$ cat config.mk
export PLATFORM = sky130hd
export DESIGN_NAME = slab_and_block_allocator
export DESIGN_NICKNAME = d
export VERILOG_FILES = /design/src/rtl/sba_pkg.sv /design/src/rtl/sba_pick.sv /design/src/rtl/sba_slab_mem.sv /design/src/rtl/sba_decode.sv /design/src/rtl/slab_and_block_allocator.sv
export SDC_FILE = /design/constraint.sdc
export NUM_CORES = 1
export LEC_CHECK = 0
export ABC_AREA = 1
export ABC_CLOCK_PERIOD_IN_PS = 17910
export BUFFER_PORTS_ARGS = -buffer_cell sky130_fd_sc_hd__buf_2
export CAP_MARGIN = 15
export CORE_AREA = 2 2 293 324
export CTS_BUF_LIST = sky130_fd_sc_hd__clkbuf_8
export DETAILED_ROUTE_END_ITERATION = 12
export DIE_AREA = 0 0 295 326
export PLACE_DENSITY_LB_ADDON = 0.3
export SETUP_SLACK_MARGIN = 0.05
export SLEW_MARGIN = 10
export SYNTH_ARGS = -nofsm -noshare
export SYNTH_HDL_FRONTEND = slang
export SYNTH_SLANG_ARGS = --single-unit
$ cat constraint.sdc
create_clock -name i_clk -period 17.91 [get_ports i_clk]
set_input_delay 1.791 -clock i_clk [delete_from_list [all_inputs] [get_ports i_clk]]
set_output_delay 1.791 -clock i_clk [all_outputs]
set_load 0.05 [all_outputs]
$ cat src/rtl/sba_pkg.sv
package sba_pkg;

    typedef enum logic {
        OP_ALLOC = 1'b0,
        OP_FREE  = 1'b1
    } t_opcode;

    typedef enum logic [2:0] {
        ST_ALLOC   = 3'd0,
        ST_OOM     = 3'd1,
        ST_FREED   = 3'd2,
        ST_INVALID = 3'd3,
        ST_ZERO    = 3'd4
    } t_status;

    typedef enum logic [1:0] {
        S_IDLE = 2'b01,
        S_EXEC = 2'b10
    } t_state;

    localparam int unsigned CFG_IDX_W      = 8;
    localparam logic [CFG_IDX_W-1:0] CFG_SLAB_BASE  = 8'd0;
    localparam logic [CFG_IDX_W-1:0] CFG_BLOCK_BASE = 8'd1;

    localparam logic [31:0] SLAB_BASE_RST  = 32'h0010_0000;
    localparam logic [31:0] BLOCK_BASE_RST = 32'h0020_0000;

    localparam int unsigned SLOT_SHIFT  = 9;
    localparam int unsigned CLASS_SHIFT = 16;
    localparam int unsigned BLOCK_SHIFT = 20;
    localparam logic [31:0] BLOCK_CAPACITY = 32'h0010_0000;

    localparam int unsigned MAX_CLASSES = 5;
    localparam logic [8:0] CLASS_BYTES [MAX_CLASSES] = '{
        9'd16, 9'd32, 9'd64, 9'd128, 9'd256
    };
    localparam logic [2:0] NO_CLASS    = 3'd0;
    localparam logic [2:0] BLOCK_CLASS = 3'd5;

    // decoded request held between the read and the write-back cycle
    typedef struct packed {
        t_opcode     op;
        logic        zero;
        logic [2:0]  cls;
        logic        slab_ok;
        logic [6:0]  slot;
        logic        blk_ok;
        logic [5:0]  blk;
        logic        fits_blk;
        logic [31:0] cls_base;
    } t_req;

endpackage

$ cat src/rtl/sba_pick.sv
module sba_pick
    import sba_pkg::*;
#(
    parameter int unsigned WIDTH = 32
) (
    input  logic [WIDTH-1:0]                      i_bits,
    output logic                                  o_found,
    output logic [((WIDTH > 1) ? $clog2(WIDTH) : 1)-1:0] o_index
);

    localparam int unsigned IW = (WIDTH > 1) ? $clog2(WIDTH) : 1;

    // lowest set bit wins
    always_comb begin
        o_found = 1'b0;
        o_index = '0;
        for (int i = WIDTH - 1; i >= 0; i--) begin
            if (i_bits[i]) begin
                o_found = 1'b1;
                o_index = IW'(i);
            end
        end
    end

endmodule

$ cat src/rtl/sba_slab_mem.sv
module sba_slab_mem
    import sba_pkg::*;
#(
    parameter int unsigned DEPTH = 5,
    parameter int unsigned WIDTH = 32
) (
    input  logic                                         i_clk,
    input  logic                                         i_rst_n,
    input  logic                                         i_rd_en,
    input  logic [((DEPTH > 1) ? $clog2(DEPTH) : 1)-1:0] i_rd_addr,
    output logic [WIDTH-1:0]                             o_rd_data,
    input  logic                                         i_wr_en,
    input  logic [((DEPTH > 1) ? $clog2(DEPTH) : 1)-1:0] i_wr_addr,
    input  logic [WIDTH-1:0]                             i_wr_data
);

    logic [WIDTH-1:0] r_mem [DEPTH];
    logic [DEPTH-1:0] r_vld;
    logic [WIDTH-1:0] r_rd_data;
    logic             r_rd_vld;

    always_ff @(posedge i_clk) begin
        if (i_wr_en) begin
            r_mem[i_wr_addr] <= i_wr_data;
        end
        if (i_rd_en) begin
            r_rd_data <= r_mem[i_rd_addr];
        end
    end

    // per-entry valid bits stand in for clearing the array at reset
    always_ff @(posedge i_clk) begin
        if (!i_rst_n) begin
            r_vld    <= '0;
            r_rd_vld <= 1'b0;
        end else begin
            if (i_wr_en) begin
                r_vld[i_wr_addr] <= 1'b1;
            end
            if (i_rd_en) begin
                r_rd_vld <= r_vld[i_rd_addr];
            end
        end
    end

    assign o_rd_data = r_rd_vld ? r_rd_data : '0;

endmodule

$ cat src/rtl/sba_decode.sv
module sba_decode
    import sba_pkg::*;
#(
    parameter int unsigned SLOTS_PER_CLASS = 32,
    parameter int unsigned BLOCK_COUNT     = 64,
    parameter int unsigned CLASS_COUNT     = 5
) (
    input  logic        i_opcode,
    input  logic [31:0] i_request_size,
    input  logic [31:0] i_free_address,
    input  logic [31:0] i_slab_base,
    input  logic [31:0] i_block_base,
    output t_req        o_req
);

    localparam logic [31:0] SLAB_SPAN  = 32'(CLASS_COUNT) << CLASS_SHIFT;
    localparam logic [6:0]  SLOT_LIMIT = 7'(SLOTS_PER_CLASS - 1);
    localparam logic [11:0] BLK_LIMIT  = 12'(BLOCK_COUNT - 1);

    logic [31:0] slab_off;
    logic [31:0] blk_off;
    logic [2:0]  size_cls;
    logic        size_hit;
    logic [2:0]  cls;

    assign slab_off = i_free_address - i_slab_base;
    assign blk_off  = i_free_address - i_block_base;

    // smallest class that holds the size
    always_comb begin
        size_cls = NO_CLASS;
        size_hit = 1'b0;
        for (int c = MAX_CLASSES - 1; c >= 0; c--) begin
            if (i_request_size <= 32'(CLASS_BYTES[c])) begin
                size_cls = 3'(c);
                size_hit = 1'b1;
            end
        end
    end

    always_comb begin
        o_req          = '0;
        o_req.op       = t_opcode'(i_opcode);
        o_req.fits_blk = (i_request_size <= BLOCK_CAPACITY);
        o_req.slot     = slab_off[SLOT_SHIFT +: 7];
        o_req.blk      = blk_off[BLOCK_SHIFT +: 6];
        o_req.blk_ok   = (blk_off[BLOCK_SHIFT-1:0] == '0)
                         && (blk_off[31:BLOCK_SHIFT] <= BLK_LIMIT);
        if (t_opcode'(i_opcode) == OP_ALLOC) begin
            cls           = size_cls;
            o_req.zero    = (i_request_size == '0);
            o_req.slab_ok = size_hit && (i_request_size != '0)
                            && (32'(size_cls) < 32'(CLASS_COUNT));
        end else begin
            cls           = slab_off[CLASS_SHIFT +: 3];
            o_req.zero    = (i_free_address == '0);
            o_req.slab_ok = (slab_off < SLAB_SPAN)
                            && (slab_off[SLOT_SHIFT-1:0] == '0)
                            && (slab_off[CLASS_SHIFT-1:SLOT_SHIFT] <= 16'(SLOT_LIMIT));
        end
        o_req.cls      = cls;
        o_req.cls_base = i_slab_base + (32'(cls) << CLASS_SHIFT);
    end

endmodule

$ cat src/rtl/slab_and_block_allocator.sv
// slab and block allocator
//
// request channel (i_req_valid / o_req_ready) carries an allocate or free
// request: opcode, request_size, free_address. response channel
// (o_rsp_valid / i_rsp_ready) returns result_address, status, size_class,
// exactly one response per request, in order. config channel
// (i_cfg_valid / o_cfg_ready, always ready) writes slab_base (index 0) or
// block_base (index 1); other indexes are dropped.
//
// the accept cycle reads the class's used-map word from the slab map
// memory; the execute state then priority-encodes it (and the block map),
// writes the word back and loads the response register. a new request is
// taken only in idle, once the execute state of the last one has ended,
// as set by the read/modify/write of the used-map memory.
// a new request can be taken while a response waits; if the receiver
// stalls, the following request holds in its execute cycle until the
// response register drains.
// reset clears both maps at once (valid bits) and restores the bases;
// no clearing pass, the block is ready right after reset.
module slab_and_block_allocator
    import sba_pkg::*;
#(
    parameter int unsigned SLOTS_PER_CLASS = 32,
    parameter int unsigned BLOCK_COUNT     = 64,
    parameter int unsigned CLASS_COUNT     = 5
) (
    input  logic                 i_clk,
    input  logic                 i_rst_n,
    // config writes
    input  logic                 i_cfg_valid,
    output logic                 o_cfg_ready,
    input  logic [CFG_IDX_W-1:0] i_cfg_index,
    input  logic [31:0]          i_cfg_data,
    // requests
    input  logic                 i_req_valid,
    output logic                 o_req_ready,
    input  logic                 i_opcode,
    input  logic [31:0]          i_request_size,
    input  logic [31:0]          i_free_address,
    // responses
    output logic                 o_rsp_valid,
    input  logic                 i_rsp_ready,
    output logic [31:0]          o_result_address,
    output logic [2:0]           o_status,
    output logic [2:0]           o_size_class
);

    localparam int unsigned SLOT_W = (SLOTS_PER_CLASS > 1) ? $clog2(SLOTS_PER_CLASS) : 1;
    localparam int unsigned BLK_W  = (BLOCK_COUNT > 1) ? $clog2(BLOCK_COUNT) : 1;
    localparam int unsigned CLS_AW = (CLASS_COUNT > 1) ? $clog2(CLASS_COUNT) : 1;

    t_state r_state, n_state;
    t_req   r_req, dec_req;

    logic [31:0] r_slab_base;
    logic [31:0] r_block_base;
    logic [BLOCK_COUNT-1:0] r_blk_map, n_blk_map;

    logic        r_rsp_valid;
    logic [31:0] r_addr, n_addr;
    t_status     r_status, n_status;
    logic [2:0]  r_class, n_class;

    logic req_fire;
    logic exec_go;
    logic rd_en;

    logic [SLOTS_PER_CLASS-1:0] slab_word;
    logic [SLOTS_PER_CLASS-1:0] slab_wdata;
    logic                       slab_we;
    logic                       slab_free_found;
    logic [SLOT_W-1:0]          slab_free_idx;
    logic                       blk_free_found;
    logic [BLK_W-1:0]           blk_free_idx;
    logic [SLOT_W-1:0]          req_slot;
    logic [BLK_W-1:0]           req_blk;

    assign o_cfg_ready = 1'b1;
    assign o_req_ready = (r_state == S_IDLE);
    assign req_fire    = i_req_valid && o_req_ready;
    // execute only when the response register is free or draining
    assign exec_go     = (r_state == S_EXEC) && (!r_rsp_valid || i_rsp_ready);

    sba_decode #(
        .SLOTS_PER_CLASS (SLOTS_PER_CLASS),
        .BLOCK_COUNT     (BLOCK_COUNT),
        .CLASS_COUNT     (CLASS_COUNT)
    ) u_decode (
        .i_opcode       (i_opcode),
        .i_request_size (i_request_size),
        .i_free_address (i_free_address),
        .i_slab_base    (r_slab_base),
        .i_block_base   (r_block_base),
        .o_req          (dec_req)
    );

    // read the used-map word only when the class is meaningful
    assign rd_en = req_fire && dec_req.slab_ok && !dec_req.zero;

    sba_slab_mem #(
        .DEPTH (CLASS_COUNT),
        .WIDTH (SLOTS_PER_CLASS)
    ) u_slab_mem (
        .i_clk     (i_clk),
        .i_rst_n   (i_rst_n),
        .i_rd_en   (rd_en),
        .i_rd_addr (dec_req.cls[CLS_AW-1:0]),
        .o_rd_data (slab_word),
        .i_wr_en   (slab_we),
        .i_wr_addr (r_req.cls[CLS_AW-1:0]),
        .i_wr_data (slab_wdata)
    );

    sba_pick #(
        .WIDTH (SLOTS_PER_CLASS)
    ) u_pick_slot (
        .i_bits  (~slab_word),
        .o_found (slab_free_found),
        .o_index (slab_free_idx)
    );

    sba_pick #(
        .WIDTH (BLOCK_COUNT)
    ) u_pick_blk (
        .i_bits  (~r_blk_map),
        .o_found (blk_free_found),
        .o_index (blk_free_idx)
    );

    assign req_slot = r_req.slot[SLOT_W-1:0];
    assign req_blk  = r_req.blk[BLK_W-1:0];

    // modify step of the read/modify/write
    always_comb begin
        n_state    = r_state;
        slab_we    = 1'b0;
        slab_wdata = slab_word;
        n_blk_map  = r_blk_map;
        n_addr     = '0;
        n_status   = ST_ZERO;
        n_class    = NO_CLASS;
        case (r_state)
            S_IDLE: begin
                if (req_fire) begin
                    n_state = S_EXEC;
                end
            end
            S_EXEC: begin
                if (exec_go) begin
                    n_state = S_IDLE;
                    if (r_req.zero) begin
                        // zero size or null free
                        n_status = ST_ZERO;
                    end else if (r_req.op == OP_ALLOC) begin
                        if (r_req.slab_ok && slab_free_found) begin
                            slab_we    = 1'b1;
                            slab_wdata = slab_word
                                         | (SLOTS_PER_CLASS'(1) << slab_free_idx);
                            n_addr     = r_req.cls_base
                                         + (32'(slab_free_idx) << SLOT_SHIFT);
                            n_status   = ST_ALLOC;
                            n_class    = r_req.cls;
                        end else if (r_req.fits_blk && blk_free_found) begin
                            // class full or too large: fall back to a block
                            n_blk_map  = r_blk_map | (BLOCK_COUNT'(1) << blk_free_idx);
                            n_addr     = r_block_base
                                         + (32'(blk_free_idx) << BLOCK_SHIFT);
                            n_status   = ST_ALLOC;
                            n_class    = BLOCK_CLASS;
                        end else begin
                            n_status = ST_OOM;
                        end
                    end else begin
                        if (r_req.slab_ok && slab_word[req_slot]) begin
                            slab_we    = 1'b1;
                            slab_wdata = slab_word & ~(SLOTS_PER_CLASS'(1) << req_slot);
                            n_status   = ST_FREED;
                            n_class    = r_req.cls;
                        end else if (r_req.blk_ok && r_blk_map[req_blk]) begin
                            n_blk_map  = r_blk_map & ~(BLOCK_COUNT'(1) << req_blk);
                            n_status   = ST_FREED;
                            n_class    = BLOCK_CLASS;
                        end else begin
                            n_status = ST_INVALID;
                        end
                    end
                end
            end
            default: begin
                n_state = S_IDLE;
            end
        endcase
    end

    always_ff @(posedge i_clk) begin
        if (!i_rst_n) begin
            r_state      <= S_IDLE;
            r_blk_map    <= '0;
            r_rsp_valid  <= 1'b0;
            r_slab_base  <= SLAB_BASE_RST;
            r_block_base <= BLOCK_BASE_RST;
        end else begin
            r_state   <= n_state;
            r_blk_map <= n_blk_map;
            if (exec_go) begin
                r_rsp_valid <= 1'b1;
            end else if (i_rsp_ready) begin
                r_rsp_valid <= 1'b0;
            end
            if (i_cfg_valid && o_cfg_ready) begin
                if (i_cfg_index == CFG_SLAB_BASE) begin
                    r_slab_base <= i_cfg_data;
                end else if (i_cfg_index == CFG_BLOCK_BASE) begin
                    r_block_base <= i_cfg_data;
                end
            end
        end
    end

    // payload registers
    always_ff @(posedge i_clk) begin
        if (req_fire) begin
            r_req <= dec_req;
        end
        if (exec_go) begin
            r_addr   <= n_addr;
            r_status <= n_status;
            r_class  <= n_class;
        end
    end

    assign o_rsp_valid      = r_rsp_valid;
    assign o_result_address = r_addr;
    assign o_status         = r_status;
    assign o_size_class     = r_class;

endmodule

==> results.md <==
Synth:
- The post-synthesis xor/xnor area fraction is 0.0267.
- The post-synthesis sequential area ratio is 0.486.
- After synthesis, the share of cell area in mux cells is 0.
- The most used flip-flop cell after synthesis is sky130_fd_sc_hd__edfxtp_1.
- The simple-gate area share of the yosys netlist is 0.194.
- The Yosys warning count is 0.
- The synthesized-area fraction occupied by ao, oa, aoi and oai cells is 0.179.
- The cell area that synthesis handed to floorplanning was 23000 um2.
- The number of synthesized flops with an enable pin is 281.
- The share of synthesized flip-flops with an asynchronous set or reset is 0.
- The share of synthesized area in the top cell type comes to 0.367.
- The net count of the mapped netlist is 2976.
- The adder-cell share of the synthesized area is 0.0452.
- Sorting the synthesized cells by area gives the leading types as sky130_fd_sc_hd__edfxtp_1, sky130_fd_sc_hd__dfxtp_1, sky130_fd_sc_hd__nand2_1.
- Summed over all instances, the cell type with the most area after synthesis is sky130_fd_sc_hd__edfxtp_1.
- Synthesis inferred 418 register bits.
- Yosys mapped the design onto 55 distinct sky130hd cell types.
- The synthesized area per cell is 8.25 um2.
- After synthesis, the largest family of logic cells by area is simple AND/OR/NAND/NOR gates.
- The cell count after synthesis is 2786.

Floorplan:
- The number of top-level pins is 151.
- Measured along the x axis, the die boundary spans 295 um.
- The placeable core region is 93200 um2.
- The die height is 326 um.
- The total number of placement rows is 118.
- The floorplan step defined a die boundary enclosing 96200 um2.
- For this configuration, the core starts out at a cell density of 0.247.

Power and ir drop:
- The total net switching power is 0.579 mW.
- The analysis attributes to cell leakage a power of 9.64 nW.
- Of the total power, the share spent switching nets is 0.270.
- The combinational power share is 0.099.
- The share of power burned in registers is 0.489.
- The power per standard cell area is 80.4 nW/um2.
- VDD sags by at most 0.0451 mV.
- The internal power contribution is 1.56 mW.
- Of the total power, the clock network draws 0.412.

Finish:
- The layout overhead on the synthesized area is 15.8%.
- The net count of the finished layout is 3124.
- The layout cell share with drive strength beyond 1 is 0.111.
- The number of inserted filler cells in the final layout is 10100.
- The multi-input combinational cells in the finished layout cover a total of 10300 um2.
- Registers take 11200 um2.
- The non-filler instance count after layout is 4248.

Clocking:
- The clock slew seen by the registers of the worst setup and hold paths is 60 ps.
- After clock tree synthesis, the flow added hold-fix buffers numbering 0.
- The total clock sinks is 418.
- The TritonCTS clock tree is built.
- CTS built an H-tree with a depth of 3.
- After clock tree synthesis, the setup repair step added 0 buffers.
- The number of buffers on the longest clock path is 3.
- In this run, post-CTS repair resized a total of 0 instances.
- The master cell of the clock root buffer is sky130_fd_sc_hd__clkbuf_8.
- The clock insertion delay at the later pin of the skew report is 680 ps.
- The number of buffers created by CTS is 72.

STA:
- The smallest clock period supported by the final layout is computed as 6900 ps.
- The post-route fraction of the period consumed by the critical path is 0.386.
- The headroom to the max-slew limit is 0.259.
- The total count of hold-check failures in the final report was 0.
- The fmax is 145 MHz.
- The clock arrives with 41.6 ps of skew.
- The measured slew at the worst slew-check pin is 1110 ps.
- Setup violations remaining at the end of the flow were counted as 0.
- The max-slew violation count was 0.
- The final-layout setup total negative slack is 0 ps.
- Setup repair after global routing left no endpoint under its margin.

Drt:
- The per-cell routed wire length is 18.3 um.
- Summing over every cut layer, the via total after detailed routing is 20400.
- For this block, the initial DRC count from the detailed router was 1565.
- In the routed layout, each cell is associated on average with a via count of 4.80.
- The number of detailed-route iterations in the first pass is 5.
- The aggregate routed wire length is 77.8 mm.
- In this run the remaining antenna-violating nets after routing total 0.
- After detailed routing, the number of remaining DRC violations is 0.

Critical path:
- Data on the critical path is required at its endpoint by 18330 ps.
- The largest delay contributor family on the critical path is simple AND/OR/NAND/NOR gates.
- The count of buffer and inverter cells on the critical path is 7.
- STA classifies the critical path endpoint as a flop.
- The reg-to-reg critical path startpoint is r_blk_map[63]$_SDFFE_PN0P_.
- The critical path depth in cells is 37.
- The worst reg-to-reg setup slack is 11330 ps.
- The critical path is of the in -> reg type.
- For the worst flop-to-flop path, the logic depth is 79.
- The nature of the critical path startpoint is an input pin.
- The terminus of the critical flop-to-flop path is o_result_address[30]$_SDFFCE_PP0P_.
- The most critical setup path has its endpoint at r_req[31]$_DFFE_PP_.
- The critical path starts at i_free_address[0].
- Among the stages of the critical path, the cell type that occurs most often is sky130_fd_sc_hd__nand2_1.
- The highest cell delay on the worst timing path is 400 ps.
- The critical path's slowest cell is sky130_fd_sc_hd__fa_1.
- In this run the worst path has a maximum fanout of 35.
- Data arrives at the worst endpoint at 7320 ps.

GRT:
- The initial antenna violation count is 11.
- The wire length of the first global-routing pass is 119 mm.
- The overflow left after global routing is 0.
- The pin count of the biggest net entering global routing is 88.
- The number of global-route vias before repair is 19800.
- The global routing usage summed across all routing layers is 0.160.

Placed design:
- The port buffer count is 149.
- After detailed placement, the design holds a cell count of 4120.
- Once detailed placement completed, the half-perimeter wirelength came to 54.7 mm.
- The congestion estimate from routability-driven global placement came to 0.923.

Run status:
- The run finished with clean final reports.

Worst hold path:
- The worst min-delay path category is reg -> reg.

Flow run:
- The tool flagged a number of max-cap violations equal to 0.
-- metal layers --
| metal | vias up | track usage | share of wire |
|---|---|---|---|
| met3 | 111 | 0.0229 | 0.057 |
| met1 | 9695 | 0.217 | 0.46 |
| met5 | - | 0 | 0.00053 |
| met2 | 650 | 0.262 | 0.46 |
| met4 | 6 | 0.0478 | 0.020 |
| li1 | 9919 | - | - |
-- sequential cells by signal (all words and copies together) (netlist names) --
register and flops:
o_result_address 32, u_slab_mem.r_rd_vld 1, u_slab_mem.r_rd_data 32, r_state 2
o_size_class 3, o_rsp_valid 1, r_block_base 32, o_status 3
u_slab_mem.r_vld 5, req_blk 6, r_req 45, u_slab_mem.r_mem 160
r_blk_map 64, r_slab_base 32
-- layout by cell type (no fill, tap or decap), types with 10 or more instances in the layout --
cell type,count
sky130_fd_sc_hd__a211oi_1,10
sky130_fd_sc_hd__a21oi_1,259
sky130_fd_sc_hd__a21oi_2,12
sky130_fd_sc_hd__a31oi_1,16
sky130_fd_sc_hd__buf_2,148
sky130_fd_sc_hd__buf_4,35
sky130_fd_sc_hd__clkbuf_8,85
sky130_fd_sc_hd__clkinv_1,17
sky130_fd_sc_hd__dfxtp_1,137
sky130_fd_sc_hd__edfxtp_1,281
sky130_fd_sc_hd__ha_1,75
sky130_fd_sc_hd__inv_1,314
sky130_fd_sc_hd__nand2_1,510
sky130_fd_sc_hd__nand3_1,148
sky130_fd_sc_hd__nand4_1,23
sky130_fd_sc_hd__nor2_1,273
sky130_fd_sc_hd__nor2_2,10
sky130_fd_sc_hd__nor3_1,33
sky130_fd_sc_hd__nor4_1,27
sky130_fd_sc_hd__o211ai_1,13
sky130_fd_sc_hd__o21ai_0,301
sky130_fd_sc_hd__o21bai_1,12
sky130_fd_sc_hd__o22ai_1,68
sky130_fd_sc_hd__xnor2_1,20
sky130_fd_sc_hd__xor2_1,50
-- per-stage QoR --
stage	utilization	hold WS (ps)	total power [mW]	worst slack [ps]	cell area, um2
after floorplan	-	408	1.20	11080	23000
after global placement	0.270	413	1.28	10320	25200
after detailed placement	0.270	415	1.28	10310	25200
after CTS	0.286	429	2.17	11020	26600
after global routing	0.286	432	2.23	10440	26600
final	0.286	430	2.14	11010	26600
-- cells by family after synthesis --
logic type	after synthesis
adder cells (fa/ha/maj)	80
buffers and inverters	416
XOR/XNOR	70
AND/OR/NAND/NOR	1058
AO/OA/AOI/OAI	743
other	1
flip-flops	418
-- how the worst min path moves through the flow --
stage	startpoint	endpoint	slack (ps)	cells past startpoint
after global routing	r_slab_base[12]$_SDFFE_PN0P_	r_req[12]$_DFFE_PP_	430	0
after global placement	r_slab_base[4]$_SDFFE_PN0P_	r_req[4]$_DFFE_PP_	410	0
final	r_slab_base[3]$_SDFFE_PN0P_	r_req[3]$_DFFE_PP_	430	0
after CTS	r_slab_base[3]$_SDFFE_PN0P_	r_req[3]$_DFFE_PP_	430	0
after detailed placement	r_slab_base[3]$_SDFFE_PN0P_	r_req[3]$_DFFE_PP_	410	0
after floorplan	r_slab_base[10]$_SDFFE_PN0P_	r_req[10]$_DFFE_PP_	410	0
-- cells in the mapped netlist (10+ instances only) --
cell type                  number
sky130_fd_sc_hd__nand2_1      511
sky130_fd_sc_hd__o21ai_0      301
sky130_fd_sc_hd__inv_1        299
sky130_fd_sc_hd__edfxtp_1     281
sky130_fd_sc_hd__nor2_1       276
sky130_fd_sc_hd__a21oi_1      259
sky130_fd_sc_hd__nand3_1      150
sky130_fd_sc_hd__dfxtp_1      137
sky130_fd_sc_hd__clkbuf_1      93
sky130_fd_sc_hd__ha_1          75
sky130_fd_sc_hd__o22ai_1       68
sky130_fd_sc_hd__xor2_1        50
sky130_fd_sc_hd__nor3_1        37
sky130_fd_sc_hd__nor4_1        28
sky130_fd_sc_hd__nand4_1       23
sky130_fd_sc_hd__xnor2_1       20
sky130_fd_sc_hd__a31oi_1       16
sky130_fd_sc_hd__o211ai_1      13
sky130_fd_sc_hd__a21oi_2       12
sky130_fd_sc_hd__buf_2         12
sky130_fd_sc_hd__o21bai_1      12
sky130_fd_sc_hd__a211oi_1      10
sky130_fd_sc_hd__nor2_2        10
-- power by group through the flow --
stage	Combinational, mW	Clock, mW	Sequential [mW]
3_3_place_gp	0.212	0	1.07
2_1_floorplan	0.135	0	1.06
4_1_cts	0.212	0.908	1.05
6_report	0.212	0.882	1.05
3_5_place_dp	0.212	0	1.07
5_1_grt	0.236	0.945	1.05
-- cell type report --
| cell class | instances | area share |
|---|---|---|
| antenna | 1 | 0.0000940 |
| clock buffer | 85 | 0.0439 |
| clock inverter | 42 | 0.00954 |
| inverter | 307 | 0.0433 |
| multi-input combinational | 1952 | 0.386 |
| sequential | 418 | 0.420 |
| tap | 1260 | 0.0592 |
| timing repair buffer | 183 | 0.0377 |
Power figures use the tool's default switching activity.
